<file path="src/hw/rtl/vtsmf_pkg.sv">
// ----------------------------------------------------------------------------
// V-tail servo mixer package
// Shared widths, register indexes, reset values and clamp helpers.
// ----------------------------------------------------------------------------
`default_nettype none

package vtsmf_pkg;

    localparam int unsigned PCT_W     = 7;
    localparam int unsigned CH_W      = 8;
    localparam int unsigned GAIN_W    = 11;
    localparam int unsigned CFG_IDX_W = 3;
    localparam int unsigned CFG_DAT_W = 11;
    localparam int unsigned IN_DATA_W  = 80;
    localparam int unsigned OUT_DATA_W = 56;

    localparam logic [PCT_W-1:0] PCT_MAX = 7'd100;

    // Configuration register indexes.
    localparam logic [CFG_IDX_W-1:0] CFG_OVERRIDE_THR = 3'd0;
    localparam logic [CFG_IDX_W-1:0] CFG_REVERSE_THR  = 3'd1;
    localparam logic [CFG_IDX_W-1:0] CFG_GRAB_CLOSE   = 3'd2;
    localparam logic [CFG_IDX_W-1:0] CFG_GRAB_OPEN    = 3'd3;
    localparam logic [CFG_IDX_W-1:0] CFG_GRAB_POS     = 3'd4;
    localparam logic [CFG_IDX_W-1:0] CFG_GIMBAL_CTR   = 3'd5;
    localparam logic [CFG_IDX_W-1:0] CFG_ELEV_GAIN    = 3'd6;
    localparam logic [CFG_IDX_W-1:0] CFG_RUDDER_GAIN  = 3'd7;

    // Reset values of the configuration registers.
    localparam logic [CH_W-1:0]   RST_OVERRIDE_THR = 8'd50;
    localparam logic [CH_W-1:0]   RST_REVERSE_THR  = 8'd50;
    localparam logic [CH_W-1:0]   RST_GRAB_CLOSE   = 8'd40;
    localparam logic [CH_W-1:0]   RST_GRAB_OPEN    = 8'd60;
    localparam logic [PCT_W-1:0]  RST_GRAB_POS     = 7'd65;
    localparam logic [PCT_W-1:0]  RST_GIMBAL_CTR   = 7'd50;
    localparam logic [GAIN_W-1:0] RST_ELEV_GAIN    = 11'd717;
    localparam logic [GAIN_W-1:0] RST_RUDDER_GAIN  = 11'd205;

    // Limit a signed mix sum to 0..100.
    function automatic logic [PCT_W-1:0] clamp_s11(input logic signed [10:0] v);
        logic [PCT_W-1:0] r;
        if (v < 11'sd0) begin
            r = '0;
        end else if (v > 11'sd100) begin
            r = PCT_MAX;
        end else begin
            r = v[PCT_W-1:0];
        end
        return r;
    endfunction

    // Limit an unsigned 8-bit reading to 0..100.
    function automatic logic [PCT_W-1:0] clamp_u8(input logic [CH_W-1:0] v);
        logic [PCT_W-1:0] r;
        if (v > 8'd100) begin
            r = PCT_MAX;
        end else begin
            r = v[PCT_W-1:0];
        end
        return r;
    endfunction

    // Limit a 7-bit register value to 0..100.
    function automatic logic [PCT_W-1:0] clamp_u7(input logic [PCT_W-1:0] v);
        return (v > PCT_MAX) ? PCT_MAX : v;
    endfunction

endpackage

`default_nettype wire

</file>
<file path="src/hw/rtl/vtail_servo_mixer_failsafe.sv">
// ----------------------------------------------------------------------------
// V-tail servo mixer with failsafe
// Mixes autopilot or receiver commands into V-tail, aileron, nose wheel,
// throttle, gimbal and grabber servo percentages, with a failsafe override.
// ----------------------------------------------------------------------------
// Path: an accepted input item is held in the input register, then in the result
//   register, which drives the output.
// Throughput: one item per cycle while the output side is ready; the mix is one
//   pass of short logic between the input register and the result register.
// Reset: synchronous, active low; clears both valid flags and the grabber and
//   LED hold state, and loads the configuration registers with their defaults.
`default_nettype none

module vtail_servo_mixer_failsafe
    import vtsmf_pkg::*;
(
    input  wire                   i_clk,
    input  wire                   i_rst_n,

    // Input frame stream.
    input  wire                   i_s_axis_tvalid,
    output logic                  o_s_axis_tready,
    // tdata, lowest bit up: ap_elevator[7:0], ap_aileron[15:8], ap_rudder[23:16],
    // rc_elevator[31:24], rc_aileron[39:32], rc_throttle[47:40],
    // rc_rudder[55:48], rc_override[63:56], rc_gimbal[71:64], rc_reverse[79:72]
    input  wire  [IN_DATA_W-1:0]  i_s_axis_tdata,
    // tuser: comms_failed[0]
    input  wire                   i_s_axis_tuser,

    // Servo command stream.
    output logic                  o_m_axis_tvalid,
    input  wire                   i_m_axis_tready,
    // tdata, lowest bit up: left_tail[6:0], right_tail[13:7], aileron_out[20:14],
    // nose_wheel[27:21], throttle_out[34:28], gimbal_out[41:35],
    // grabber_out[48:42], reverse_led[49], zero fill [55:50]
    output logic [OUT_DATA_W-1:0] o_m_axis_tdata,

    // Configuration write channel.
    input  wire                   i_cfg_valid,
    output logic                  o_cfg_ready,
    input  wire  [CFG_IDX_W-1:0]  i_cfg_index,
    input  wire  [CFG_DAT_W-1:0]  i_cfg_data
);

    // ------------------------------------------------------------------
    // Configuration registers. The port always accepts a write; writes must happen only
    // while the block is idle (the block does not enforce this), so the mix reads them directly.
    // ------------------------------------------------------------------
    logic [CH_W-1:0]   r_override_thr;
    logic [CH_W-1:0]   r_reverse_thr;
    logic [CH_W-1:0]   r_grab_close;
    logic [CH_W-1:0]   r_grab_open;
    logic [PCT_W-1:0]  r_grab_pos;
    logic [PCT_W-1:0]  r_gimbal_ctr;
    logic [GAIN_W-1:0] r_elev_gain;
    logic [GAIN_W-1:0] r_rudder_gain;

    assign o_cfg_ready = 1'b1;

    always_ff @(posedge i_clk) begin
        if (!i_rst_n) begin
            r_override_thr <= RST_OVERRIDE_THR;
            r_reverse_thr  <= RST_REVERSE_THR;
            r_grab_close   <= RST_GRAB_CLOSE;
            r_grab_open    <= RST_GRAB_OPEN;
            r_grab_pos     <= RST_GRAB_POS;
            r_gimbal_ctr   <= RST_GIMBAL_CTR;
            r_elev_gain    <= RST_ELEV_GAIN;
            r_rudder_gain  <= RST_RUDDER_GAIN;
        end else if (i_cfg_valid) begin
            case (i_cfg_index)
                CFG_OVERRIDE_THR: r_override_thr <= i_cfg_data[CH_W-1:0];
                CFG_REVERSE_THR:  r_reverse_thr  <= i_cfg_data[CH_W-1:0];
                CFG_GRAB_CLOSE:   r_grab_close   <= i_cfg_data[CH_W-1:0];
                CFG_GRAB_OPEN:    r_grab_open    <= i_cfg_data[CH_W-1:0];
                CFG_GRAB_POS:     r_grab_pos     <= i_cfg_data[PCT_W-1:0];
                CFG_GIMBAL_CTR:   r_gimbal_ctr   <= i_cfg_data[PCT_W-1:0];
                CFG_ELEV_GAIN:    r_elev_gain    <= i_cfg_data[GAIN_W-1:0];
                CFG_RUDDER_GAIN:  r_rudder_gain  <= i_cfg_data[GAIN_W-1:0];
                default: ;
            endcase
        end
    end

    // ------------------------------------------------------------------
    // Pipeline control. The input register moves into the result register
    // whenever the result register is empty or being drained, so a new item
    // is taken every cycle while the output side keeps up.
    // ------------------------------------------------------------------
    logic                  r_in_valid;
    logic [IN_DATA_W-1:0]  r_in_data;
    logic                  r_in_fail;
    logic                  r_out_valid;
    logic [OUT_DATA_W-1:0] r_out_data;
    logic                  w_advance;
    logic                  w_in_accept;

    assign w_advance       = !r_out_valid || i_m_axis_tready;
    assign o_s_axis_tready = !r_in_valid || w_advance;
    assign w_in_accept     = i_s_axis_tvalid && o_s_axis_tready;
    assign o_m_axis_tvalid = r_out_valid;
    assign o_m_axis_tdata  = r_out_data;

    always_ff @(posedge i_clk) begin
        if (!i_rst_n) begin
            r_in_valid  <= 1'b0;
            r_out_valid <= 1'b0;
        end else begin
            if (o_s_axis_tready) begin
                r_in_valid <= i_s_axis_tvalid;
            end
            if (w_advance) begin
                r_out_valid <= r_in_valid;
            end
        end
    end

    always_ff @(posedge i_clk) begin
        if (w_in_accept) begin
            r_in_data <= i_s_axis_tdata;
            r_in_fail <= i_s_axis_tuser;
        end
    end

    // ------------------------------------------------------------------
    // Field extraction from the registered frame.
    // ------------------------------------------------------------------
    logic [CH_W-1:0] w_ap_e, w_ap_a, w_ap_r;
    logic [CH_W-1:0] w_rc_e, w_rc_a, w_rc_t, w_rc_r;
    logic [CH_W-1:0] w_rc_o, w_rc_g, w_rc_v;

    assign w_ap_e = r_in_data[7:0];
    assign w_ap_a = r_in_data[15:8];
    assign w_ap_r = r_in_data[23:16];
    assign w_rc_e = r_in_data[31:24];
    assign w_rc_a = r_in_data[39:32];
    assign w_rc_t = r_in_data[47:40];
    assign w_rc_r = r_in_data[55:48];
    assign w_rc_o = r_in_data[63:56];
    assign w_rc_g = r_in_data[71:64];
    assign w_rc_v = r_in_data[79:72];

    // ------------------------------------------------------------------
    // Source select and V-tail mix. Gains are 1/1024 fixed point; each
    // product is truncated toward zero, which for the left elevator term
    // means working on the magnitude of (100 - elevator) and negating after
    // the shift.
    // ------------------------------------------------------------------
    logic                 w_use_ap;
    logic [CH_W-1:0]      w_e, w_a, w_r;
    logic                 w_left_neg;
    logic [CH_W-1:0]      w_left_mag;
    logic [18:0]          w_prod_left, w_prod_right, w_prod_rud;
    logic signed [10:0]   w_left_term, w_right_term, w_rud_term;
    logic signed [10:0]   w_left_sum, w_right_sum;

    assign w_use_ap   = w_rc_o > r_override_thr;
    assign w_e        = w_use_ap ? w_ap_e : w_rc_e;
    assign w_a        = w_use_ap ? w_ap_a : w_rc_a;
    assign w_r        = w_use_ap ? w_ap_r : w_rc_r;

    assign w_left_neg = w_e > 8'd100;
    assign w_left_mag = w_left_neg ? (w_e - 8'd100) : (8'd100 - w_e);

    assign w_prod_left  = 19'(r_elev_gain) * 19'(w_left_mag);
    assign w_prod_right = 19'(r_elev_gain) * 19'(w_e);
    assign w_prod_rud   = 19'(r_rudder_gain) * 19'(w_r);

    assign w_left_term  = w_left_neg ? -$signed({2'b00, w_prod_left[18:10]})
                                     :  $signed({2'b00, w_prod_left[18:10]});
    assign w_right_term = $signed({2'b00, w_prod_right[18:10]});
    assign w_rud_term   = $signed({2'b00, w_prod_rud[18:10]});

    assign w_left_sum  = w_left_term + w_rud_term;
    assign w_right_sum = w_right_term + w_rud_term;

    // ------------------------------------------------------------------
    // Grabber, gimbal and reverse indicator. The grabber and the LED keep
    // their last values; a failsafe frame shows them without changing them.
    // ------------------------------------------------------------------
    logic [PCT_W-1:0] r_grab_hold, n_grab_hold;
    logic             r_led_hold, n_led_hold;
    logic [PCT_W-1:0] w_centre;
    logic [PCT_W-1:0] w_gimbal;
    logic [OUT_DATA_W-1:0] n_out_data;

    assign w_centre = clamp_u7(r_gimbal_ctr);

    always_comb begin
        n_grab_hold = r_grab_hold;
        n_led_hold  = r_led_hold;
        w_gimbal    = clamp_u8(w_rc_g);
        if (!r_in_fail) begin
            n_led_hold = w_rc_v > r_reverse_thr;
            if (w_rc_g < r_grab_close) begin
                n_grab_hold = '0;
                w_gimbal    = w_centre;
            end else if (w_rc_g > r_grab_open) begin
                n_grab_hold = clamp_u7(r_grab_pos);
                w_gimbal    = w_centre;
            end
        end
    end

    always_comb begin
        if (r_in_fail) begin
            n_out_data = {6'b0, r_led_hold, r_grab_hold, w_centre,
                          7'd0, 7'd0, PCT_MAX, PCT_MAX, 7'd0};
        end else begin
            n_out_data = {6'b0, n_led_hold, n_grab_hold, w_gimbal,
                          clamp_u8(w_rc_t),
                          (w_rc_r >= 8'd100) ? 7'd0 : 7'(8'd100 - w_rc_r),
                          clamp_u8(w_a),
                          clamp_s11(w_right_sum),
                          clamp_s11(w_left_sum)};
        end
    end

    always_ff @(posedge i_clk) begin
        if (!i_rst_n) begin
            r_grab_hold <= '0;
            r_led_hold  <= 1'b0;
        end else if (r_in_valid && w_advance) begin
            r_grab_hold <= n_grab_hold;
            r_led_hold  <= n_led_hold;
        end
    end

    always_ff @(posedge i_clk) begin
        if (r_in_valid && w_advance) begin
            r_out_data <= n_out_data;
        end
    end

endmodule

`default_nettype wire

</file>
<file path="config.mk">
export PLATFORM = sky130hd
export DESIGN_NAME = vtail_servo_mixer_failsafe
export DESIGN_NICKNAME = d
export VERILOG_FILES = /design/src/hw/rtl/vtsmf_pkg.sv /design/src/hw/rtl/vtail_servo_mixer_failsafe.sv
export SDC_FILE = /design/constraint.sdc
export NUM_CORES = 1
export LEC_CHECK = 0
export ABC_AREA = 1
export BUFFER_PORTS_ARGS = -buffer_cell sky130_fd_sc_hd__buf_2
export CORE_MARGIN = 8
export CORE_UTILIZATION = 45
export CTS_CLUSTER_SIZE = 16
export DETAILED_ROUTE_END_ITERATION = 6
export PLACE_DENSITY = 0.76
export SKIP_CTS_REPAIR_TIMING = 1
export SLEW_MARGIN = 20
export SYNTH_ARGS = -nofsm -noshare
export SYNTH_HDL_FRONTEND = slang
export SYNTH_SLANG_ARGS = --single-unit
</file>
<file path="constraint.sdc">
create_clock -name i_clk -period 8.9 [get_ports i_clk]
set_input_delay 1.78 -clock i_clk [delete_from_list [all_inputs] [get_ports i_clk]]
set_output_delay 1.78 -clock i_clk [all_outputs]
set_load 0.1 [all_outputs]
</file>
# After elaboration in Yosys (flattened, before gate mapping)
# Index checks and enable logic that the tools add are counted.
dict set report word_totals {
  ff_bits 215
  wordCells 96
}
dict set report op_classes {
  add_sub_neg 6
  n_mul 3
  n_lt_le_gt_ge 15
  n_eq_ne 7
  n_mux 22
  reduce_logical 21
}
# cell n
set ops {}
lappend ops {{$mux W7} 15}
lappend ops {{$mul A11 B8 Y19} 3}
lappend ops {{$mux W50} 1}
lappend ops {{$gt A8 B7 Y1 const B} 4}
lappend ops {{$mux W8} 4}
lappend ops {{$gt A8 B8 Y1} 3}
lappend ops {{$reduce_and A2 Y1} 8}
lappend ops {{$gt A7 B7 Y1 const B} 2}
lappend ops {{$eq A3 B3 Y1 const B} 4}
lappend ops {{$add A11 B10 Y11} 1}
lappend ops {{$gt A11 B8 Y1 const B} 1}
lappend ops {{$lt A11 B1 Y1 const B} 1}
lappend ops {{$mux W11} 1}
lappend ops {{$neg A9 Y11} 1}
lappend ops {{$add A9 B9 Y10} 1}
lappend ops {{$gt A10 B7 Y1 const B} 1}
lappend ops {{$lt A10 B1 Y1 const B} 1}
lappend ops {{$ge A8 B7 Y1 const B} 1}
lappend ops {{$lt A8 B8 Y1} 1}
lappend ops {{$reduce_or A2 Y1} 4}
lappend ops {{$sub A7 B8 Y8 const A} 1}
lappend ops {{$sub A8 B7 Y8 const B} 1}
lappend ops {{$sub A7 B7 Y7 const A} 1}
lappend ops {{$eq A3 B2 Y1 const B} 2}
lappend ops {{other kinds (7)} 11}

# Depth between registers and ports, before layout
# Gate-level depths: netlist of the first run.
dict set report depth {
  ltp_word 12
  ltp_mapped 61
}

# Least setup slack after synthesis of the first run
# No wires, ideal clock.
dict set report synth_timing {
  path_kind {register -> register}
  from {register r_in_data[63]}
  to {register r_out_data[5], in the netlist o_m_axis_tdata[5] (data pin)}
  arrival_time_ns 8.916
  required_time_ns 8.640
  slack_ns -0.275
  path_stages_with_launch 48
  n_path_buf 1
  cell_sequence {edfxtp_1 ha_1 a21o_1 nor2_1 nand2_2 nand2_4 buf_2 nand2_1 o21ai_1 inv_2 ha_1 a21oi_1 inv_1 nand3_2 nand3_2 nand2_4 clkinv_1 o21ai_0 [... 12 more ...] nand2_1 xor2_2 nor2_1 a21oi_1 xor2_1 inv_1 ha_1 inv_1 o31ai_1 a21oi_1 o21bai_1 a21oi_1 o21ai_0 xor2_1 nor3_1 nand3_4 nand2_2 a21oi_1}
}
dict set report synth_via {
  elab_chain_cells 10
  word_cells_on_any_way 16
  cone_classes {4 x add/sub; 2 x mul; 4 x order compare; 5 x mux; 1 x reduce/logical}
}
# item line
set synth_lines {}
lappend synth_lines {{start, declared} vtail_servo_mixer_failsafe.sv:91} ;# logic [IN_DATA_W-1:0] r_in_data;
lappend synth_lines {{start signal, assigned} vtail_servo_mixer_failsafe.sv:120} ;# r_in_data <= i_s_axis_tdata;
lappend synth_lines {{$gt A8 B8 Y1 (*)} vtail_servo_mixer_failsafe.sv:157} ;# assign w_use_ap = w_rc_o > r_override_thr;
lappend synth_lines {{$mux W8} vtail_servo_mixer_failsafe.sv:158} ;# assign w_e = w_use_ap ? w_ap_e : w_rc_e;
lappend synth_lines {{$sub A7 B8 Y8, or another cell as far along} vtail_servo_mixer_failsafe.sv:163} ;# assign w_left_mag = w_left_neg ? (w_e - 8'd100) : (8'd100 - w_e);
lappend synth_lines {{$mux W8} vtail_servo_mixer_failsafe.sv:163}
lappend synth_lines {{$mul A11 B8 Y19} vtail_servo_mixer_failsafe.sv:165} ;# assign w_prod_left = 19'(r_elev_gain) * 19'(w_left_mag);
lappend synth_lines {{$neg A9 Y11} vtail_servo_mixer_failsafe.sv:169} ;# assign w_left_term = w_left_neg ? -$signed({2'b00, w_prod_left[18:10]})
lappend synth_lines {{$mux W11} vtail_servo_mixer_failsafe.sv:169}
lappend synth_lines {{$add A11 B10 Y11 (*)} vtail_servo_mixer_failsafe.sv:174} ;# assign w_left_sum = w_left_term + w_rud_term;
lappend synth_lines {{$gt A11 B8 Y1 or $lt A11 B1 Y1 (tied branches)} {vtsmf_pkg.sv:44, vtsmf_pkg.sv:42}}
lappend synth_lines {{$mux W7 or $reduce_or A2 Y1 (tied branches)} n/a}
lappend synth_lines {{end signal, assigned} vtail_servo_mixer_failsafe.sv:231} ;# r_out_data <= n_out_data;
lappend synth_lines {{end, declared} vtail_servo_mixer_failsafe.sv:94} ;# logic [OUT_DATA_W-1:0] r_out_data;
# Every way passes the cells marked *; elsewhere a longest branch is shown, timed or not.
# A chain may end at the register's enable or synchronous reset.

# Worst setup path in the final report of the first run
dict set report layout_timing {
  from {register r_in_data[59]}
  to {register r_out_data[5], in the netlist o_m_axis_tdata[5] (data pin)}
}
# Same word-level chain as after synthesis.

==> impl_metrics.tcl, run 1 <==
set metrics [dict create \
    critPathLaunchType "flop" \
    antenna_found_initial 0 \
    finalCritPeriodShare 0.995 \
    cp_slowest_stage_delay_ps 550 \
    wl_mm 45.1 \
    grt_max_degree 82 \
    grtUsageMet2 0.333 \
    htreeDepth 1 \
    clock_skew_ps 12.7 \
    final.fill_count 3260 \
    clock_sinks 209 \
    cap_violations 0 \
    grt-busiest-layer "met2" \
    wl_per_cell_um 16.8 \
    postSynthCellCount 1953 \
    rows 71 \
    numPortBuffers 151 \
    clkLatencyLatePin_ps 500 \
    synthArstFlopShare 0 \
    finalHoldViolations 0 \
    met3_usage 0.0365 \
    core_mm2 0.0378 \
    pre_cts_slack_ps -162 \
    die-area_mm2 0.0449 \
    worstPathRequired_ps 9130 \
    die_h_um 212 \
    ys_seq_elements 209 \
    tightest_slew_ps 1080 \
    drv_slew 0 \
    crit_type "flop to flop" \
    status "completed" \
    hpwl_mm 35.3 \
    cts_buffers 21 \
    place_inst 2621 \
    min_path_type "flop to flop" \
    yosys_warnings 0 \
    synth.distinct_cells 56 \
    end_kind "flop" \
    io_pins 159 \
    place.gp.congestion 0.951 \
    setup_ws_ps 47.8 \
    avgSynthCellArea_um2 8.84 \
    synth-edff-count 131 \
    fmax_ghz 0.113 \
    max-slew-margin-rel 0.281 \
    antenna_cells 0 \
    grt_pass1_wl_mm 70.3 \
    antenna_left 0 \
    overflow 0 \
    cts_buffer_depth 3 \
    rsz0062_at_grt "true" \
    fin_tns_setup_ps 0 \
    synthesis.area_mm2 0.0173 \
    critPathMaxFanout 5 \
    gr-usage-all-layers 0.192 \
    ys_seq_area_frac 0.318 \
    root_buffer "clkbuf_16" \
    final_cells 2682 \
    synth-main-ff-cell "edfxtp_1" \
    grt_pass1_vias 14300 \
    clk_pin_slew_worst_paths_ps 60 \
    drt_iter0_drc 912 \
    die_w_um 212 \
    nets 2580 \
    drc 0 \
    finalSetupViolations 0 \
    drive_above_1_share 0.188 \
    drt_first_pass_iters 7 \
    cp_slowest_cell "fa_1" \
    cts_tree "yes" \
    start_util 0.457 \
    routed_via_density 5.24 \
    min_period_ps 8850 \
    syn_to_final_growth_pct 18.1 \
    cp.arrival_ps 9090 \
    use_met1 0.239 \
    vias 14100 \
]
path summary, 6_finish.rpt:
path                                    start                              end  slack [ps]  cells past startpoint
setup / recovery      r_in_data[59]$_DFFE_PP_  o_m_axis_tdata[5]$_SDFFCE_PP0P_          50                     49
setup reg to reg      r_in_data[59]$_DFFE_PP_  o_m_axis_tdata[5]$_SDFFCE_PP0P_          50                     49
hold reg to reg   r_grab_open[6]$_SDFFE_PN0P_      r_grab_open[6]$_SDFFE_PN0P_         470                      2
hold / removal    r_grab_open[6]$_SDFFE_PN0P_      r_grab_open[6]$_SDFFE_PN0P_         470                      2
placed cells by master (no fill, tap or decap), types with 78 or more instances in the layout:
master	count
nor2_1	235
a21oi_1	104
buf_2	151
nand2_1	263
fa_1	159
inv_1	362
ha_1	144
edfxtp_1	131
o21ai_0	88
dfxtp_1	78
Yosys cell counts, types with 6 or more instances:
cell type / instances / area [µm²]
nor2_1: 251 / 942
xor2_1: 33 / 289
o21ai_0: 99 / 495
o31ai_1: 6 / 45.0
a21o_1: 6 / 45.0
xnor2_1: 10 / 87.6
a21oi_1: 119 / 596
clkinv_1: 8 / 30.0
o21ai_1: 8 / 40.0
edfxtp_1: 131 / 3930
nand4_1: 7 / 43.8
buf_4: 7 / 52.6
inv_1: 374 / 1400
dfxtp_1: 78 / 1560
clkbuf_1: 27 / 101
nor3_1: 9 / 45.0
nand2_2: 12 / 75.1
nand2_1: 281 / 1050
ha_1: 162 / 2030
o211ai_1: 24 / 180
o21a_1: 7 / 52.6
fa_1: 161 / 3220
nand3_1: 47 / 235
or2_2: 8 / 50.1
flip-flops by register name (all words and copies together) (netlist names), 8 cells and up:
| name | flops |
|---|---|
| r_in_data | 80 |
| o_m_axis_tdata | 50 |
| r_elev_gain | 11 |
| r_rudder_gain | 11 |
| r_grab_close | 8 |
| r_grab_open | 8 |
| r_override_thr | 8 |
| r_reverse_thr | 8 |
layer usage:
layer,up-vias,share of wire
li1,6643,-
met1,6683,0.40
met2,614,0.49
met3,110,0.079
met4,0,0.033
met5,-,0
worst max-delay path, delay by kind of cell, from the launching register on:
family / cells / cell delay (ps)
buf+inv: 8 / 740
compound gates: 11 / 1690
fa+ha+maj: 8 / 3100
flops: 1 / 420
simple gates: 18 / 1950
xor+xnor: 4 / 730
cell type report:
class / count / area, µm² / area share
clock buffer: 23 / 553 / 0.0271
clock inverter: 14 / 154 / 0.00755
inverter: 387 / 1470 / 0.0722
multi-input combinational: 1321 / 10800 / 0.528
sequential: 209 / 5500 / 0.270
tap: 511 / 639 / 0.0314
timing repair buffer: 217 / 1300 / 0.0637
through the flow:
step	util	hold slack (ps)	cell area (µm²)
after global placement	0.498	448	18800
after CTS	0.517	470	19500
final	0.540	470	20400
after global routing	0.540	496	20400
after detailed placement	0.498	459	18800
after floorplan	-	435	17300
cell families (layout without fill, tap and decap cells):
| group | count (synthesis) | in the layout | share of synthesized area |
|---|---|---|---|
| multiplexers | 5 | 5 | 0.00290 |
| flip-flops | 209 | 209 | 0.318 |
| XOR/XNOR | 45 | 45 | 0.0237 |
| adder cells (fa/ha/maj) | 323 | 323 | 0.304 |
| AND/OR/NAND/NOR | 643 | 644 | 0.157 |
| buffers and inverters | 429 | 641 | 0.0956 |
| AO/OA/AOI/OAI | 297 | 297 | 0.0975 |
| other | 2 | 7 | 0.000435 |
Power of run 1 is left out: the tool's default activity adds up to more than one toggle a clock period on the data nets, which glitch-free logic cannot reach.
==> inputs of run 2 (changes only) <==
--- a/config.mk
+++ b/config.mk
@@ -9,9 +9,10 @@
 export BUFFER_PORTS_ARGS = -buffer_cell sky130_fd_sc_hd__buf_2
 export CORE_MARGIN = 8
 export CORE_UTILIZATION = 45
-export CTS_CLUSTER_SIZE = 16
+export CTS_CLUSTER_SIZE = 8
 export DETAILED_ROUTE_END_ITERATION = 6
 export PLACE_DENSITY = 0.76
+export RECOVER_POWER = 50
 export SKIP_CTS_REPAIR_TIMING = 1
 export SLEW_MARGIN = 20
 export SYNTH_ARGS = -nofsm -noshare
==> run 2 against run 1 <==
Net effect:
- the flow now finishes with violations (max-capacitance violations, max-slew violations, negative setup slack)
- final area rose by 0.52%
- register-to-register slack got worse by 60 ps
- critical path depth did not move
- via count rose by 0.75%
- core utilization rose by 0.28 points
- fmax fell by 0.65%
- hold slack barely moved
- clock skew rose by 3.2 ps
- die area did not move
- global-route usage rose by 0.29 points
- first-iteration DRC count fell by 5.0%
- sequential share of layout area fell by 0.14 points
- critical path type unchanged
- highest routed layer unchanged
==> impl_metrics.tcl, run 2 (synthesis results as in run 1) <==
set metrics [dict create \
    startpoint "r_in_data[59]$_DFFE_PP_" \
    vias 14200 \
    fmax_ghz 0.112 \
    overflow 0 \
    clkLatencyLatePin_ps 530 \
    setup_ws_ps -10.4 \
    drv_slew 65 \
    end_kind "flop" \
    numPortBuffers 151 \
    syn_to_final_growth_pct 18.7 \
    rsz0062_at_grt "true" \
    finalCritPeriodShare 1.00 \
    place.gp.congestion 0.951 \
    cp.arrival_ps 9180 \
    critPathMaxFanout 5 \
    gr-usage-all-layers 0.195 \
    htreeDepth 1 \
    cp_slowest_cell "fa_1" \
    grt_max_degree 82 \
    routed_via_density 5.25 \
    finalSetupViolations 2 \
    ff_latch_area_mm2 0.00550 \
    min_path_type "flop to flop" \
    violations "max-capacitance violations, max-slew violations, negative setup slack" \
    layout_commonest_cell "inv_1" \
    cts_buffer_depth 3 \
    clk_pin_slew_worst_paths_ps 50 \
    cts_buffers 30 \
    wl_mm 46.1 \
    start_util 0.457 \
    drive_above_1_share 0.175 \
    finalHoldViolations 0 \
    multi_input_area_mm2 0.0108 \
    rows 71 \
    cts_tree "yes" \
    antenna_left 0 \
    r2r_cells 49 \
    die_h_um 212 \
    hold_depth 2 \
    tightest_slew_ps 2500 \
    wl_per_cell_um 17.1 \
    top_register "r_in_data" \
    drt_first_pass_iters 6 \
    grt_pass1_wl_mm 71.5 \
    clock_skew_ps 15.9 \
    crit_type "flop to flop" \
    min_period_ps 8910 \
    io_pins 159 \
    drc 0 \
    max-slew-margin-rel -0.666 \
    core_mm2 0.0378 \
    final.fill_count 3247 \
    final_cell_mix "inv_1 (362), nand2_1 (261), nor2_1 (236)" \
    antenna_cells 0 \
    clock_sinks 209 \
    final_area_mm2 0.0205 \
    largest_register_ffs 80 \
    worstPathRequired_ps 9170 \
    drt_iter0_drc 866 \
    hpwl_mm 35.3 \
    nets 2587 \
    critPathLaunchType "flop" \
    place_area_mm2 0.0188 \
    cap_violations 1 \
    cp_slowest_stage_delay_ps 550 \
    antenna_found_initial 0 \
    r2r_start "r_in_data[59]$_DFFE_PP_" \
    die_w_um 212 \
    min-delay-start "r_grab_open[6]$_SDFFE_PN0P_" \
    root_buffer "clkbuf_16" \
    die-area_mm2 0.0449 \
    grt_pass1_vias 14500 \
    status "finished with violations" \
]
-- run 2: layout make-up --
cell class                      instances  share of cell area
Clock buffer                           52              0.0417
Clock inverter                          1            0.000427
Inverter                              387              0.0719
Multi-Input combinational cell       1321               0.527
Sequential cell                       209               0.268
Tap cell                              511              0.0312
Timing Repair Buffer                  215              0.0600
-- run 2: worst max-delay path: cells and delay by family, from the launching register on --
family,cells,cell delay [ps]
fa+ha+maj,8,3100
buf+inv,8,740
simple gates,18,1970
flops,1,430
xor+xnor,4,720
compound gates,11,1690
-- run 2: path summary, 6_finish.rpt --
check                               endpoint  slack (ps)
max reg2reg  o_m_axis_tdata[5]$_SDFFCE_PP0P_         -10
max          o_m_axis_tdata[5]$_SDFFCE_PP0P_         -10
min              r_grab_open[6]$_SDFFE_PN0P_         470
min reg2reg      r_grab_open[6]$_SDFFE_PN0P_         470
-- run 2: metrics by stage --
stage	TNS (ps)	utilization	setup WS [ps]	cells	hold slack, ps
2_1_floorplan	0	-	25.9	1958	435
3_3_place_gp	0	0.498	123	2621	448
3_5_place_dp	-731	0.498	-162	2621	459
4_1_cts	-1170	0.521	-214	2674	467
5_1_grt	-2940	0.543	-484	2696	493
6_report	-13.2	0.543	-10.4	2696	470
-- run 2: per-layer routing --
layer	routed length, µm	track usage
met1	18700	0.240
met4	1570	0.0642
met3	3400	0.0389
met5	0	0
met2	22400	0.340
Power of run 2 is left out for the same reason.
